--- src/rtl/sia_pkg.sv ---
// sia_pkg: shared types and constants for the slot index allocator.
// Used by sia_ctrl, sia_datapath and slot_index_allocator; depends on nothing.

package sia_pkg;

    // Fixed field widths of the item and result ports
    localparam int IDX_W  = 12;
    localparam int HW_W   = 13;
    localparam int ACT_W  = 3;
    localparam int STAT_W = 3;
    localparam int CB_W   = 4;

    // Configuration port
    localparam int CFG_IDX_W  = 1;
    localparam int CFG_DATA_W = 4;

    localparam logic [CFG_IDX_W-1:0] CFG_CHUNK_BITS = 1'b0;
    localparam logic [CFG_IDX_W-1:0] CFG_QUARANTINE = 1'b1;

    // Largest useful chunk size exponent; larger settings act as this
    localparam logic [CB_W-1:0] CHUNK_BITS_MAX   = 4'd12;
    localparam logic [CB_W-1:0] CHUNK_BITS_RESET = 4'd6;

    // Actions
    localparam logic [ACT_W-1:0] ACT_ALLOC    = 3'd0;
    localparam logic [ACT_W-1:0] ACT_RELEASE  = 3'd1;
    localparam logic [ACT_W-1:0] ACT_FREE_NOW = 3'd2;
    localparam logic [ACT_W-1:0] ACT_RESTORE  = 3'd3;
    localparam logic [ACT_W-1:0] ACT_MARK     = 3'd4;
    localparam logic [ACT_W-1:0] ACT_FINALIZE = 3'd5;

    // Result status codes
    localparam logic [STAT_W-1:0] STAT_OK          = 3'd0;
    localparam logic [STAT_W-1:0] STAT_EXHAUSTED   = 3'd1;
    localparam logic [STAT_W-1:0] STAT_NO_MEMORY   = 3'd2;
    localparam logic [STAT_W-1:0] STAT_QUARANTINED = 3'd3;
    localparam logic [STAT_W-1:0] STAT_STACK_FULL  = 3'd4;

    // Controller to datapath commands
    typedef struct packed {
        logic accept;      // input transfer, latch the item
        logic sweep_step;  // clear one mark entry and step the sweep counter
        logic sweep_push;  // sweep belongs to a finalize: push the holes
        logic commit;      // apply the item and load the result register
    } ctrl_cmd_t;

    // Datapath to controller status
    typedef struct packed {
        logic sweep_last;  // sweep counter sits on entry zero
    } ctrl_stat_t;

endpackage

--- src/rtl/sia_ctrl.sv ---
// sia_ctrl: state machine sequencing the slot index allocator.
// Depends on sia_pkg for the command/status structs and action codes.

module sia_ctrl
(
    input  logic                         clk,
    input  logic                         rst_n,
    input  logic                         in_valid,
    output logic                         in_ready,
    input  logic [sia_pkg::ACT_W-1:0]    action,
    output logic                         out_valid,
    input  logic                         out_ready,
    output sia_pkg::ctrl_cmd_t           cmd,
    input  sia_pkg::ctrl_stat_t          stat
);

    localparam logic [1:0] S_CLEAR = 2'd0;
    localparam logic [1:0] S_IDLE  = 2'd1;
    localparam logic [1:0] S_SWEEP = 2'd2;
    localparam logic [1:0] S_EXEC  = 2'd3;

    logic [1:0] state_reg;
    logic [1:0] state_next;
    logic       out_valid_reg;
    logic       out_valid_next;
    logic       out_free;

    always_comb
    begin
        in_ready       = (state_reg == S_IDLE);
        out_free       = !out_valid_reg || out_ready;
        cmd.accept     = in_ready && in_valid;
        cmd.commit     = (state_reg == S_EXEC) && out_free;
        cmd.sweep_step = (state_reg == S_CLEAR) || (state_reg == S_SWEEP);
        cmd.sweep_push = (state_reg == S_SWEEP);
    end

    always_comb
    begin
        state_next = state_reg;
        unique case (state_reg)
            S_CLEAR:
            begin
                if (stat.sweep_last)
                begin
                    state_next = S_IDLE;
                end
            end
            S_IDLE:
            begin
                if (cmd.accept)
                begin
                    state_next = (action == sia_pkg::ACT_FINALIZE) ? S_SWEEP : S_EXEC;
                end
            end
            S_SWEEP:
            begin
                if (stat.sweep_last)
                begin
                    state_next = S_EXEC;
                end
            end
            S_EXEC:
            begin
                if (cmd.commit)
                begin
                    state_next = S_IDLE;
                end
            end
        endcase
    end

    always_comb
    begin
        out_valid_next = out_valid_reg;
        if (cmd.commit)
        begin
            out_valid_next = 1'b1;
        end
        else if (out_ready)
        begin
            out_valid_next = 1'b0;
        end
    end

    always_ff @(posedge clk or negedge rst_n)
    begin
        if (!rst_n)
        begin
            state_reg     <= S_CLEAR;
            out_valid_reg <= 1'b0;
        end
        else
        begin
            state_reg     <= state_next;
            out_valid_reg <= out_valid_next;
        end
    end

    assign out_valid = out_valid_reg;

`ifndef SYNTHESIS
    a_accept_blocks: assert property (@(posedge clk) disable iff (!rst_n)
        cmd.accept |=> !in_ready)
        else $error("input taken again before the item finished");

    a_commit_shows: assert property (@(posedge clk) disable iff (!rst_n)
        cmd.commit |=> out_valid)
        else $error("committed result not presented");

    a_sweep_to_exec: assert property (@(posedge clk) disable iff (!rst_n)
        (state_reg == S_SWEEP && stat.sweep_last) |=> (state_reg == S_EXEC))
        else $error("finalize sweep did not end in execute");
`endif

endmodule

--- config.mk ---
export PLATFORM = sky130hd
export DESIGN_NAME = sia_ctrl
export DESIGN_NICKNAME = d
export VERILOG_FILES = /design/src/rtl/sia_pkg.sv /design/src/rtl/sia_ctrl.sv
export SDC_FILE = /design/constraint.sdc
export NUM_CORES = 1
export LEC_CHECK = 0
export BUFFER_PORTS_ARGS = -buffer_cell sky130_fd_sc_hd__buf_2
export CAP_MARGIN = 15
export CORE_AREA = 10 10 47 49
export DETAILED_ROUTE_END_ITERATION = 6
export DIE_AREA = 0 0 57 59
export PLACE_DENSITY = 0.43
export SETUP_SLACK_MARGIN = 0.05
export SYNTH_ARGS = -nofsm -noshare
export SYNTH_HDL_FRONTEND = slang
export SYNTH_SLANG_ARGS = --single-unit
--- constraint.sdc ---
create_clock -name clk -period 1.22 [get_ports clk]
set_input_delay 0.061 -clock clk [delete_from_list [all_inputs] [get_ports clk]]
set_output_delay 0.061 -clock clk [all_outputs]
set_load 0.03 [all_outputs]
==> results.tsv <==
stage	metric	value	unit
outcome	run status	finished, violations left	
outcome	failing checks	negative setup slack	
timing	Final Setup Violations	6	
synthesis	mapped cell area	236	sq um
route	DR pass1 iterations	2	
die	# rows	14	
synthesis	Synth top area share	31.7	%
synthesis	top cell type by total area after synthesis	dfrtp_1	
global_routing	number of global-route vias before repair	305	
cells_and_area	Layout Nets	64	
worst_setup_path	Critical Path Slowest Stage Cell	dfrtp_1	
synthesis	synth top area cells	dfrtp_1 (32%), ha_1 (21%), inv_1 (7.9%)	
power	total power	1.65	mW
synthesis	synth unique cells	13	
timing	RSZ-0062 raised after global routing	yes	
cells_and_area	final core occ	37.9	%
synthesis	Yosys reg bits	3	
clocking	H-tree depth	1	
route	Vias/cell	3.81	
global_routing	initial antenna violation count	0	
synthesis	Gate Count Post-Synth	24	
power	Int Power	0.975	mW
cells_and_area	max reg flops	2	
die	Die X	57	microns
power	logic gate share of total power	78.7	%
timing	Period Utilization, post-route	112	%
power	Power Density	3110	nW/um^2
synthesis	largest family of logic cells by synthesized area	adder cells	
die	core box area	1400	sq um
global_routing	global-route wire length before repair	1.20	mm
power	leakage	0.265	nW
worst_setup_path	CP Cell Sequence	inv_2, ha_4, nor2_4, o221ai_2, mux2_4	
clocking	worst skew pair latency	230	ps
synthesis	Synth Area in Compound Gates	10.1	%
route	drt wl/cell	9.99	microns
route	residual DRC count	0	
synthesis	Synth Area in Simple Gates	16.9	%
worst_setup_path	worst endpoint data arrival time	1470	ps
worst_setup_path	Max stage delay on crit path	400	ps
cells_and_area	FILL cells	155	
cells_and_area	layout cells sized above 1	74.5	%
power	sw frac	40.9	%
timing	Fin Setup TNS	-519	ps
timing	Setup WS post-layout	-142	ps
die	DIE AREA	3360	sq um
power	Flop pwr share	11.2	%
cells_and_area	FF+latch area	75.1	sq um
clocking	Root Driver	clkbuf_4	
global_routing	largest net degree at the start of global routing	4	
cells_and_area	final antenna diode count	0	
die	# IOs	14	
synthesis	adder-cell share of the synthesized area	21.2	%
worst_setup_path	Critical Path RT	1330	ps
placement	GPL Wtd Cong	0.739	
placement	I/O Buffers	13	
route	final wirelength	669	microns
cells_and_area	commonest non-fill, non-tap cells in the layout	buf_2 (8), buf_4 (8), buf_6 (7), ha_4 (4)	
timing	relative slew slack	84.9	%
cells_and_area	Multi-input gate area	201	sq um
power	peak supply drop	0.984	mV
worst_setup_path	crit start category	register	
placement	dpl ws	-139	ps
worst_setup_path	Critical Path End Type	register	
worst_setup_path	Setup CP Type	register to register	
power	Clk pwr share	10.1	%
clocking	Inserted Clock Buffers	3	
worst_setup_path	crit-path max FO	3	
die	Initial Utilization	16.9	%
global_routing	grt total ovfl	0	
die	Die Height	59	microns
placement	detailed placement HPWL	562	microns
clocking	CTS clock-pin slew for the worst setup and hold paths	30	ps
clocking	CTS tree	built	
route	Detailed Route Iter0 Violations	2	
timing	Final Hold Fails	0	
synthesis	syn_nets	36	
flow_run	max_cap viols	0	
cells_and_area	P&R area growth vs syn	124	%
timing	fin crit period	1360	ps
timing	hold_ws	160	ps
power	sw power	0.674	mW
timing	Slew Limit Fails	0	
worst_hold_path	worst hold-check path type	input port to async pin	
synthesis	sequential area share after synthesis	31.7	%
global_routing	overall routing resource usage	4.76	%
timing	Slew @ Worst Pin	227	ps
synthesis	Synth Area in XOR/XNOR	0	%
route	routed via count	255	
synthesis	average cell area after synthesis	9.85	sq um
synthesis	YS warnings	0	
timing	Setup Skew	0.772	ps
route	Routed Antenna Nets	0	
timing	Max Freq	734	MHz
clocking	clock buffer depth	2	
clocking	clock sink count	3	
synthesis	post-synthesis mux area share	8.99	%
==> cells in the mapped netlist <==
library cell	n
inv_1	5
ha_1	4
dfrtp_1	3
and2_1	2
nand2b_1	2
a211o_1	1
buf_4	1
mux2_2	1
mux2i_1	1
nand2_1	1
nand3b_1	1
nor2_1	1
o221ai_2	1
==> worst max-delay path, delay by kind of cell (launching register included) <==
family	cells	cell delay, ps
flip-flops	1	400
multiplexers	1	320
AO/OA/AOI/OAI	1	230
adder cells (fa/ha/maj)	1	160
buffers and inverters	1	100
AND/OR/NAND/NOR	1	40
==> metrics by stage <==
stage | instances | instance area (sq um)
after floorplan | 24 | 253
after global placement | 61 | 398
after detailed placement | 61 | 398
after CTS | 67 | 520
after global routing | 67 | 531
final | 67 | 531
==> power groups by stage <==
| stage | clock, mW | combinational, mW | sequential [mW] |
|---|---|---|---|
| 3_5_place_dp | 0 | 0.956 | 0.177 |
| 2_1_floorplan | 0 | 0.538 | 0.230 |
| 5_1_grt | 0.187 | 1.41 | 0.192 |
| 4_1_cts | 0.177 | 1.29 | 0.182 |
| 3_3_place_gp | 0 | 0.959 | 0.177 |
| 6_report | 0.167 | 1.30 | 0.184 |
==> layer usage <==
layer  vias to the layer above  global-route usage (%)  part of all wire [%]
li1                        131                       -                     -
met1                       114                    4.17                    39
met2                         8                    7.44                    53
met3                         2                    1.29                   4.0
met4                         0                    7.05                   4.0
met5                         -                       0                     0
==> timing repair <==
action / CTS / global route
pin swaps: 6 / 2
hold buffers: 1 / 0
gates resized for setup: 23 / 1
endpoints found under the setup margin: 7 / 7
setup buffers: 1 / 0
endpoints found under the hold margin: 3 / 0
==> worst paths after layout <==
path                         startpoint           end  slack, ps  cells past startpoint
hold reg to reg               out_valid     out_valid        550                      2
setup reg to reg           state_reg[0]  state_reg[0]       -140                      5
max in group asynchronous         rst_n  state_reg[0]        950                      2
setup / recovery           state_reg[0]  state_reg[0]       -140                      5
hold / removal                    rst_n     out_valid        160                      2
min in group clk              out_ready     out_valid        170                      3
==> final cells by class <==
type | instances | area share [%]
flip-flops and latches | 3 | 14.2
inverters | 5 | 3.54
multi-input cells | 15 | 38.0
clock buffers | 4 | 4.95
well taps | 16 | 3.77
repair buffers | 24 | 35.6
==> cell families after synthesis <==
kind of cell / Yosys count
simple gates: 7
buf+inv: 6
fa+ha+maj: 4
flops: 3
compound gates: 2
mux: 2
(Power assumes the default switching activity.)
